`config.mk`:
```
export PLATFORM = sky130hd
export DESIGN_NAME = height_to_color_ramp
export DESIGN_NICKNAME = d
export VERILOG_FILES = /design/src/rtl/core/hcr_pkg.sv /design/src/rtl/core/hcr_seg_select.sv /design/src/rtl/core/hcr_channel.sv /design/src/rtl/core/height_to_color_ramp.sv
export VERILOG_INCLUDE_DIRS = /design/src /design/src/rtl/core
export SDC_FILE = /design/constraint.sdc
export NUM_CORES = 2
export LEC_CHECK = 0
export ABC_AREA = 1
export BUFFER_PORTS_ARGS = -buffer_cell sky130_fd_sc_hd__clkbuf_2
export CAP_MARGIN = 30
export CORE_ASPECT_RATIO = 0.9
export CORE_MARGIN = 3
export CORE_UTILIZATION = 45
export CTS_BUF_LIST = sky130_fd_sc_hd__clkbuf_4
export CTS_CLUSTER_SIZE = 30
export DETAILED_ROUTE_END_ITERATION = 10
export PLACE_DENSITY = 0.71
export SETUP_SLACK_MARGIN = 0.1
export SLEW_MARGIN = 10
export SYNTH_ARGS = -nofsm -noshare
export SYNTH_HDL_FRONTEND = slang
export SYNTH_SLANG_ARGS = --single-unit
```
`constraint.sdc`:
```
create_clock -name clk -period 9.4 [get_ports clk]
set_input_delay 1.88 -clock clk [delete_from_list [all_inputs] [get_ports clk]]
set_output_delay 1.88 -clock clk [all_outputs]
set_load 0.01 [all_outputs]
```
`src/rtl/core/height_to_color_ramp_assert.svh`:
```
// ----------------------------------------------------------------------------
// height_to_color_ramp_assert.svh
// Assertion macros shared by the height-to-color ramp RTL.
// ----------------------------------------------------------------------------
`ifndef HEIGHT_TO_COLOR_RAMP_ASSERT_SVH
`define HEIGHT_TO_COLOR_RAMP_ASSERT_SVH

`ifndef SYNTHESIS

// expr holds at every edge out of reset
`define HCR_ASSERT_ALWAYS(label, clk, rst_n, expr) \
    label: assert property (@(posedge clk) disable iff (!rst_n) (expr)) \
        else $error("hcr assertion failed");

// cond implies expr at the same edge
`define HCR_ASSERT_IMPLIES(label, clk, rst_n, cond, expr) \
    label: assert property (@(posedge clk) disable iff (!rst_n) (cond) |-> (expr)) \
        else $error("hcr assertion failed");

`else

`define HCR_ASSERT_ALWAYS(label, clk, rst_n, expr)
`define HCR_ASSERT_IMPLIES(label, clk, rst_n, cond, expr)

`endif

`endif

```
`src/rtl/core/hcr_pkg.sv`:
```
// ----------------------------------------------------------------------------
// hcr_pkg
// Types, ramp tables and biome thresholds for the height-to-color ramp.
// ----------------------------------------------------------------------------
package hcr_pkg;

    localparam int HEIGHT_W  = 16;
    localparam int H100_W    = 23;
    localparam int FRAC_BITS = 15;
    localparam int PCT_W     = 7;
    localparam int WIDTH_W   = 5;
    localparam int N_W       = 20;
    localparam int LEVEL_W   = 8;
    localparam int CLASS_W   = 3;
    localparam int RECIP_W   = 19;
    localparam int RECIP_SH  = 20;
    localparam int Q_W       = 13;

    localparam int SEG_COUNT   = 7;
    localparam int BIOME_EDGES = 6;

    typedef logic [2:0]         seg_idx_t;
    typedef logic [N_W-1:0]     frac_t;
    typedef logic [LEVEL_W-1:0] level_t;
    typedef logic [CLASS_W-1:0] class_t;

    typedef enum logic [CLASS_W-1:0] {
        CLS_DEEP      = 3'd0,
        CLS_SHALLOW   = 3'd1,
        CLS_SAND      = 3'd2,
        CLS_LOWLAND   = 3'd3,
        CLS_WOODLAND  = 3'd4,
        CLS_HIGHLAND  = 3'd5,
        CLS_SUMMIT    = 3'd6
    } biome_t;

    typedef struct packed {
        level_t red;
        level_t green;
        level_t blue;
    } rgb_t;

    typedef struct packed {
        seg_idx_t seg;
        frac_t    n;
        class_t   cls;
    } seg_info_t;

    function automatic logic [PCT_W-1:0] seg_start_pct(input seg_idx_t seg);
        logic [PCT_W-1:0] r;
        case (seg)
            3'd0:    r = 7'd0;
            3'd1:    r = 7'd30;
            3'd2:    r = 7'd38;
            3'd3:    r = 7'd42;
            3'd4:    r = 7'd50;
            3'd5:    r = 7'd65;
            3'd6:    r = 7'd80;
            default: r = 7'd80;
        endcase
        return r;
    endfunction

    function automatic logic [WIDTH_W-1:0] seg_width_pct(input seg_idx_t seg);
        logic [WIDTH_W-1:0] r;
        case (seg)
            3'd0:    r = 5'd30;
            3'd1:    r = 5'd8;
            3'd2:    r = 5'd4;
            3'd3:    r = 5'd8;
            3'd4:    r = 5'd15;
            3'd5:    r = 5'd15;
            3'd6:    r = 5'd20;
            default: r = 5'd20;
        endcase
        return r;
    endfunction

    // ceil(2^20 / width), exact for quotients below 2^13
    function automatic logic [RECIP_W-1:0] seg_recip(input seg_idx_t seg);
        logic [RECIP_W-1:0] r;
        case (seg)
            3'd0:    r = 19'd34953;
            3'd1:    r = 19'd131072;
            3'd2:    r = 19'd262144;
            3'd3:    r = 19'd131072;
            3'd4:    r = 19'd69906;
            3'd5:    r = 19'd69906;
            3'd6:    r = 19'd52429;
            default: r = 19'd52429;
        endcase
        return r;
    endfunction

    function automatic rgb_t ramp_lo(input seg_idx_t seg);
        rgb_t r;
        case (seg)
            3'd0:    r = '{8'd8,   8'd24,  8'd58};
            3'd1:    r = '{8'd15,  8'd40,  8'd90};
            3'd2:    r = '{8'd40,  8'd85,  8'd150};
            3'd3:    r = '{8'd210, 8'd190, 8'd140};
            3'd4:    r = '{8'd140, 8'd160, 8'd90};
            3'd5:    r = '{8'd80,  8'd120, 8'd60};
            3'd6:    r = '{8'd70,  8'd60,  8'd55};
            default: r = '{8'd70,  8'd60,  8'd55};
        endcase
        return r;
    endfunction

    function automatic rgb_t ramp_hi(input seg_idx_t seg);
        rgb_t r;
        case (seg)
            3'd0:    r = '{8'd15,  8'd40,  8'd90};
            3'd1:    r = '{8'd40,  8'd85,  8'd150};
            3'd2:    r = '{8'd210, 8'd190, 8'd140};
            3'd3:    r = '{8'd140, 8'd160, 8'd90};
            3'd4:    r = '{8'd80,  8'd120, 8'd60};
            3'd5:    r = '{8'd70,  8'd60,  8'd55};
            3'd6:    r = '{8'd90,  8'd80,  8'd75};
            default: r = '{8'd90,  8'd80,  8'd75};
        endcase
        return r;
    endfunction

    function automatic logic [PCT_W-1:0] biome_edge_pct(input logic [2:0] idx);
        logic [PCT_W-1:0] r;
        case (idx)
            3'd0:    r = 7'd30;
            3'd1:    r = 7'd38;
            3'd2:    r = 7'd42;
            3'd3:    r = 7'd50;
            3'd4:    r = 7'd70;
            3'd5:    r = 7'd85;
            default: r = 7'd85;
        endcase
        return r;
    endfunction

endpackage

```
`src/rtl/core/hcr_seg_select.sv`:
```
// ----------------------------------------------------------------------------
// hcr_seg_select
// Scales the height by 100, picks the ramp segment and biome class, and
// forms the clamped offset into the segment.
// ----------------------------------------------------------------------------
module hcr_seg_select (
    input  logic [hcr_pkg::HEIGHT_W-1:0] height_sample,
    output hcr_pkg::seg_info_t           info
);
    import hcr_pkg::*;

    logic [H100_W-1:0]    h100;
    logic [H100_W-1:0]    n_full;
    logic [N_W-1:0]       d_full;
    seg_idx_t             seg;
    class_t               cls;

    always_comb
    begin
        h100 = H100_W'(height_sample) * H100_W'(100);

        seg = 3'd0;
        for (int i = 1; i < SEG_COUNT; i++)
        begin
            if (h100 >= {1'b0, seg_start_pct(3'(i)), 15'b0})
            begin
                seg = 3'(i);
            end
        end

        cls = CLS_DEEP;
        for (int i = 0; i < BIOME_EDGES; i++)
        begin
            if (h100 >= {1'b0, biome_edge_pct(3'(i)), 15'b0})
            begin
                cls = 3'(i + 1);
            end
        end

        n_full = h100 - {1'b0, seg_start_pct(seg), 15'b0};
        d_full = {seg_width_pct(seg), 15'b0};

        info.seg = seg;
        info.cls = cls;
        // clamp t to 1
        if (n_full > H100_W'(d_full))
        begin
            info.n = d_full;
        end
        else
        begin
            info.n = n_full[N_W-1:0];
        end
    end

endmodule

```
`src/rtl/core/hcr_channel.sv`:
```
// ----------------------------------------------------------------------------
// hcr_channel
// Two-stage blend of one color channel: scaled interpolation numerator,
// then division by the segment width through a reciprocal multiply.
// ----------------------------------------------------------------------------
module hcr_channel (
    input  logic              clk,
    input  hcr_pkg::seg_idx_t seg,
    input  hcr_pkg::frac_t    n,
    input  hcr_pkg::level_t   lo,
    input  hcr_pkg::level_t   hi,
    output hcr_pkg::level_t   level
);
    import hcr_pkg::*;

    logic [13:0]            wa;
    logic [28:0]            base;
    logic signed [8:0]      delta;
    logic signed [29:0]     prod;
    logic signed [31:0]     x;
    logic [Q_W-1:0]         q_next;
    logic [Q_W-1:0]         q_reg;
    seg_idx_t               seg_reg;
    logic [Q_W+RECIP_W-1:0] div_prod;
    level_t                 level_next;
    level_t                 level_reg;

    always_comb
    begin
        wa    = 14'(seg_width_pct(seg)) * 14'({lo, 1'b1});
        base  = {wa, 15'b0};
        delta = signed'({1'b0, hi}) - signed'({1'b0, lo});
        prod  = 30'(delta) * 30'(signed'({1'b0, n}));
        x     = signed'({3'b000, base}) + (32'(prod) <<< 1);
        q_next = x[28:16];
    end

    always_comb
    begin
        div_prod   = (Q_W+RECIP_W)'(q_reg) * (Q_W+RECIP_W)'(seg_recip(seg_reg));
        level_next = div_prod[RECIP_SH+LEVEL_W-1:RECIP_SH];
    end

    always_ff @(posedge clk)
    begin
        q_reg     <= q_next;
        seg_reg   <= seg;
        level_reg <= level_next;
    end

    assign level = level_reg;

endmodule

```
`src/rtl/core/height_to_color_ramp.sv`:
```
// ----------------------------------------------------------------------------
// height_to_color_ramp
// Maps one Q1.15 height sample to a piecewise-linear ramp color and a
// biome class.
//
// Usage:
//   Drive height_sample and raise start; the item is taken at any rising
//   edge with start high and busy low. busy stays low, so one item can be
//   taken every cycle.
//   The result (red_level, green_level, blue_level, biome_class) shows for
//   one cycle with done high, once the item has passed the register stages
//   listed below; items come out in order.
//   Latency is four register stages: input register, segment select,
//   blend numerator (channel multiply), width division (reciprocal
//   multiply). Throughput is one item per cycle.
//   The receiver has no stall; it must take each result as done pulses.
//   Reset clears all valid bits; items in flight are dropped and no done
//   pulse follows.
// ----------------------------------------------------------------------------
`include "height_to_color_ramp_assert.svh"

module height_to_color_ramp (
    input  logic                         clk,
    input  logic                         rst_n,
    input  logic                         start,
    output logic                         busy,
    input  logic [hcr_pkg::HEIGHT_W-1:0] height_sample,
    output logic                         done,
    output logic [hcr_pkg::LEVEL_W-1:0]  red_level,
    output logic [hcr_pkg::LEVEL_W-1:0]  green_level,
    output logic [hcr_pkg::LEVEL_W-1:0]  blue_level,
    output logic [hcr_pkg::CLASS_W-1:0]  biome_class
);
    import hcr_pkg::*;

    logic                v0_reg, v1_reg, v2_reg, v3_reg;
    logic                accept;
    logic [HEIGHT_W-1:0] h_reg;
    seg_info_t           info_next;
    seg_info_t           info_reg;
    class_t              cls2_reg, cls3_reg;
    rgb_t                lo_c, hi_c;

    assign busy   = 1'b0;
    assign accept = start && !busy;

    always_ff @(posedge clk or negedge rst_n)
    begin
        if (!rst_n)
        begin
            v0_reg <= 1'b0;
            v1_reg <= 1'b0;
            v2_reg <= 1'b0;
            v3_reg <= 1'b0;
        end
        else
        begin
            v0_reg <= accept;
            v1_reg <= v0_reg;
            v2_reg <= v1_reg;
            v3_reg <= v2_reg;
        end
    end

    always_ff @(posedge clk)
    begin
        h_reg    <= height_sample;
        info_reg <= info_next;
        cls2_reg <= info_reg.cls;
        cls3_reg <= cls2_reg;
    end

    hcr_seg_select u_seg_select (
        .height_sample (h_reg),
        .info          (info_next)
    );

    assign lo_c = ramp_lo(info_reg.seg);
    assign hi_c = ramp_hi(info_reg.seg);

    hcr_channel u_red (
        .clk   (clk),
        .seg   (info_reg.seg),
        .n     (info_reg.n),
        .lo    (lo_c.red),
        .hi    (hi_c.red),
        .level (red_level)
    );

    hcr_channel u_green (
        .clk   (clk),
        .seg   (info_reg.seg),
        .n     (info_reg.n),
        .lo    (lo_c.green),
        .hi    (hi_c.green),
        .level (green_level)
    );

    hcr_channel u_blue (
        .clk   (clk),
        .seg   (info_reg.seg),
        .n     (info_reg.n),
        .lo    (lo_c.blue),
        .hi    (hi_c.blue),
        .level (blue_level)
    );

    assign done        = v3_reg;
    assign biome_class = cls3_reg;

    `HCR_ASSERT_ALWAYS(a_latency, clk, rst_n, !($past(rst_n, 1) && $past(rst_n, 2) && $past(rst_n, 3)) || (done == $past(accept, 4)))
    `HCR_ASSERT_IMPLIES(a_class_range, clk, rst_n, done, biome_class <= CLS_SUMMIT)
    `HCR_ASSERT_IMPLIES(a_seg_class, clk, rst_n, v1_reg, (info_reg.seg > 3'd3) || (info_reg.cls == info_reg.seg))
    `HCR_ASSERT_IMPLIES(a_n_clamp, clk, rst_n, v1_reg, info_reg.n <= {seg_width_pct(info_reg.seg), 15'b0})

endmodule
```
==> After elaboration in Yosys (flattened, before gate mapping) <==
Index checks and enable logic that the tools add are counted.
{ "totals": {"word_cells": 84, "reg_bits": 118} }
{ "classes": {"eq_ne": 15, "mux": 14, "n_mul": 10, "n_lt_le_gt_ge": 9, "n_addsub": 7, "reduce_logical": 10} }
{ "ops": {"columns": ["cell", "count"], "rows": [
  ["$pmux W24 S6", 2],
  ["$ge A23 B22 Y1 const B", 4],
  ["$add A29 B29 Y29", 3],
  ["$mul A13 B19 Y28", 3],
  ["$mul A9 B21 Y28", 3],
  ["$pmux W19 S4", 1],
  ["$ge A23 B21 Y1 const B", 3],
  ["$mul A5 B9 Y14", 3],
  ["$pmux W7 S6", 1],
  ["$pmux W5 S4", 2],
  ["$sub A8 B8 Y9", 3],
  ["$ge A23 B20 Y1 const B", 1],
  ["$gt A23 B20 Y1", 1],
  ["$sub A23 B22 Y23", 1],
  ["$mul A16 B5 Y21 const B", 1],
  ["$mux W20", 1],
  ["$eq A3 B2 Y1 const B", 6],
  ["$eq A3 B3 Y1 const B", 6],
  ["$reduce_or A2 Y1", 7],
  ["$eq A3 B1 Y1 const B", 3],
  ["$logic_not A3 Y1", 3],
  ["$mux W3", 3],
  ["$mux W2", 3],
  ["$mux W1", 1]
]} }

==> Logic depth before layout (Yosys ltp) <==
{ "logic_depth": {"word_depth": 13, "mapped_depth": 46, "ltp_nobuf": 45} }

==> By module <==
From an unflattened synthesis, not the netlist that was laid out.
{ "unflattened": {"cells_unflattened": 5515, "area_unflattened_um2": 43610.6} }
{ "modules_own_cells": {"columns": ["module", "cells_each", "area_per_inst_um2", "instances"], "rows": [
  ["hcr_channel at u_green", 1675, 13165.1, 1],
  ["hcr_channel at u_red", 1647, 13120.1, 1],
  ["hcr_channel at u_blue", 1632, 13078.8, 1],
  ["hcr_seg_select", 435, 2834.0, 1],
  ["height_to_color_ramp", 126, 1412.6, 1]
]} }

==> Worst setup path after synthesis <==
No wires, ideal clock.
{ "synth_timing": {"path_kind": "register to register", "startpoint": "register info_reg[25] in the netlist's numbering", "endpoint": "register u_red.q_reg[11]", "t_arrival_ns": 7.281, "path_stages_with_launch": 41, "path_buffers": 4, "t_required_ns": 9.328, "path_slack_ns": 2.047, "cell_sequence": "dfxtp_1 buf_6 inv_2 buf_6 nor2_4 clkbuf_1 nor3_1 inv_1 ha_1 a21oi_1 o21ai_0 a21oi_1 o21bai_1 nand2_1 nand2_1 a21oi_1 xor2_1 buf_2 [... 5 more ...] ha_1 ha_1 a21o_1 a31oi_1 nand3_1 nand2_1 nand2_1 nand3_1 nand2_1 xor2_1 ha_1 nand2_1 o21ai_0 a21oi_1 o21ai_0 a21oi_1 o21ai_0 xor2_1"} }
{ "synth_via": {"elab_chain_cells": 5, "elab_cells_between_ends": 15, "cone_classes": "add/sub: 2; mul: 2; eq/ne: 5; mux: 3; reduce/logical: 3"} }
{ "synth_rtl": {"columns": ["item", "line", "source"], "rows": [
  ["start, declared", "height_to_color_ramp.sv:40", "seg_info_t info_reg;"],
  ["start signal, assigned", "height_to_color_ramp.sv:68", "info_reg <= info_next;"],
  ["$eq A3 B3 Y1, or another cell as far along", "hcr_pkg.sv:66, hcr_pkg.sv:97, hcr_pkg.sv:112", null],
  ["$pmux W24 S6, or another cell as far along", "hcr_pkg.sv:112", "case (seg)"],
  ["$sub A8 B8 Y9 / $pmux W5 S4 (equally long branches)", "hcr_channel.sv:32, hcr_pkg.sv:66", null],
  ["$mul A9 B21 Y28 / $mul A5 B9 Y14 (equally long branches)", "hcr_channel.sv:33, hcr_channel.sv:30", null],
  ["$add A29 B29 Y29 *", "hcr_channel.sv:34", "x = signed'({3'b000, base}) + (32'(prod) <<< 1);"],
  ["via u_red.x[27]", "hcr_channel.sv:20", "logic signed [31:0] x;"],
  ["end signal, assigned", "hcr_channel.sv:46", "q_reg <= q_next;"],
  ["end, declared", "hcr_channel.sv:22", "logic [Q_W-1:0] q_reg;"]
]} }
Mark *: on every way through the listed nets, which the timed path passes. The rest lies on a longest branch.
A chain may end at the register's enable or synchronous reset.

==> Final worst setup path <==
{ "layout_timing": {"startpoint": "register info_reg[23] in the netlist's numbering", "endpoint": "register u_red.q_reg[11]"} }
The elaborated chain is that of the path after synthesis.

==> results.cfg <==
[final_layout]
fin_util = 0.4794
largest_register_ffs = 24
area_growth_pct = 4.937
nets = 6250
fillCellCount = 8429
multiInputGateArea_um2 = 32350
layout-drive-gt1-share = 0.03910
final-seq-area_um2 = 2344

[floorplan]
die_w_um = 318.4
start_util = 0.4569
die_area_um2 = 91450
rows = 102
die_h_um = 287.2
io_pins = 48
core_area_um2 = 86530

[timing]
rsz0062_at_grt = no
fin_crit_ns = 8.687
slew_violations = 0
fmax_mhz = 115.1
slew_headroom = 0.3767
setup_tns_ns = 0
holdWs_ns = 0.3359
worstMarginPinSlew_ns = 0.9336
fin_skew_ns = 0.08091
finalHoldViolations = 0
fin_crit_sh = 0.9241
setup_violations = 0

[clock_network]
hold_buffers = 0
clkTransAtPathRegs_ns = 0.14
cts_buffers = 17
clock_latency_ns = 0.83
cts_max_level = 4
clock_sinks = 116
cts_tree = done
clockRootBuffer = clkbuf_4
clk_path_buf_depth = 2

[routing]
dr.pass1.iters = 6
ant_nets = 0
vias_per_cell = 5.053
wl_per_cell_um = 16.15
first_iter_violations = 2349
totalWireLength_um = 98320
via_count = 30760
drc = 0

[run_status]
status = finished clean

[logic_synthesis]
synth_edf_count = 0
yosys_warnings = 0
netlist_instances = 4889
synth-main-ff-cell = dfxtp_1
syn_area_per_cell_um2 = 8.086
yosysUniqueCellTypes = 59
async_flop_share = 0.03448
synth_area_um2 = 39530
ys_seq_area_frac = 0.05925
ys_ff_latch = 116

[global_routing]
grt_pass1_vias = 31850
grt_max_degree = 38
grt_remaining_overflow = 0
antenna_found_initial = 4
grt_pass1_wl_um = 164100
grtUsageTotal = 0.2238

[critical_path]
critPathLaunchType = flip-flop
cp_top_family = adder cells
arrival_ns = 9.39
crit_top_cell = nand2_1
slowest_delay_ns = 0.69
worst_setup_path_end_kind = flip-flop
path_class = reg -> reg
crit_fanout = 21
critical_path_buf_inv_count = 6
cp_slowest_cell = dfxtp_1
critPathRequiredTime_ns = 10.11

[placed_design]
dp_hpwl_um = 83870
place.port_buffers = 46
gp_congestion = 0.9255

[min_path]
hp-class = reg -> reg

[flow_run]
maxCapViolations = 0
==> Yosys cell counts, types with 23 or more instances <==
| master | count | area share |
|---|---|---|
| inv_1 | 1176 | 0.11 |
| nand2_1 | 774 | 0.073 |
| fa_1 | 750 | 0.38 |
| nor2_1 | 586 | 0.056 |
| ha_1 | 558 | 0.18 |
| a21oi_1 | 209 | 0.026 |
| xor2_1 | 124 | 0.027 |
| dfxtp_1 | 112 | 0.057 |
| nand3_1 | 98 | 0.012 |
| o21ai_0 | 93 | 0.012 |
| clkbuf_1 | 64 | 0.0061 |
| xnor2_1 | 37 | 0.0082 |
| nor3_1 | 32 | 0.0041 |
| nand4_1 | 25 | 0.0040 |
| nand2_2 | 23 | 0.0036 |
==> layout make-up <==
class	instances	share of cell area
tap	1144	0.03450
multi-input combinational	3507	0.7798
timing repair buffer	80	0.01179
sequential	116	0.05649
antenna	7	0.0004222
clock inverter	14	0.004886
inverter	1201	0.1088
clock buffer	18	0.003257
==> final timing paths <==
check	from	endpoint	slack, ns	cells past startpoint
setup / recovery	info_reg[23]$_DFF_P_	u_red.q_reg[11]$_DFF_P_	0.71	41
hold / removal	cls2_reg[0]$_DFF_P_	biome_class[0]$_DFF_P_	0.34	0
setup reg to reg	info_reg[23]$_DFF_P_	u_red.q_reg[11]$_DFF_P_	0.71	41
min in group asynchronous	rst_n	v2_reg$_DFF_PN0_	0.80	1
max in group asynchronous	rst_n	v0_reg$_DFF_PN0_	8.48	1
hold reg to reg	cls2_reg[0]$_DFF_P_	biome_class[0]$_DFF_P_	0.34	0
==> cells in the final DEF, fill, tap and decap left out, types with 33 or more instances in the layout <==
| master | netlist | final |
|---|---|---|
| a21oi_1 | 209 | 209 |
| buf_4 | 7 | 33 |
| clkbuf_2 | 0 | 46 |
| conb_1 | 2 | 35 |
| dfxtp_1 | 112 | 111 |
| fa_1 | 750 | 750 |
| ha_1 | 558 | 558 |
| inv_1 | 1176 | 1176 |
| nand2_1 | 774 | 774 |
| nand3_1 | 98 | 98 |
| nor2_1 | 586 | 586 |
| o21ai_0 | 93 | 93 |
| xnor2_1 | 37 | 37 |
| xor2_1 | 124 | 124 |
==> per-stage QoR <==
step           area [um2]  instances  setup slack (ns)
6_report            41480       6087            0.7131
5_1_grt             41480       6087            0.1451
4_1_cts             41450       6079            0.8309
3_5_place_dp        41120       6047            0.8739
3_3_place_gp        41120       6047             1.092
2_1_floorplan       39660       4922             2.047
==> routing by layer <==
metal	part of all wire	global-route usage	vias to the layer above
li1	-	-	14730
met1	0.44	0.3033	14870
met2	0.45	0.3590	989
met3	0.082	0.05210	161
met4	0.029	0.06415	2
met5	0.00011	0	-
==> kinds of logic after synthesis <==
logic type	count (synthesis)	synth area share
AND/OR/NAND/NOR	1596	0.1640
adder cells (fa/ha/maj)	1308	0.5564
buffers and inverters	1299	0.1256
AO/OA/AOI/OAI	404	0.05770
XOR/XNOR	164	0.03690
flip-flops	116	0.05925
other	2	0.0001900
==> timing repair <==
| item | CTS | global route |
|---|---|---|
| gates resized for setup | 0 | 1 |
| setup buffers | 0 | 0 |
| setup endpoints to repair | 0 | 1 |
Power is not shown: default switching activity piles up to over one toggle a cycle in this logic, so the estimate is an artifact.
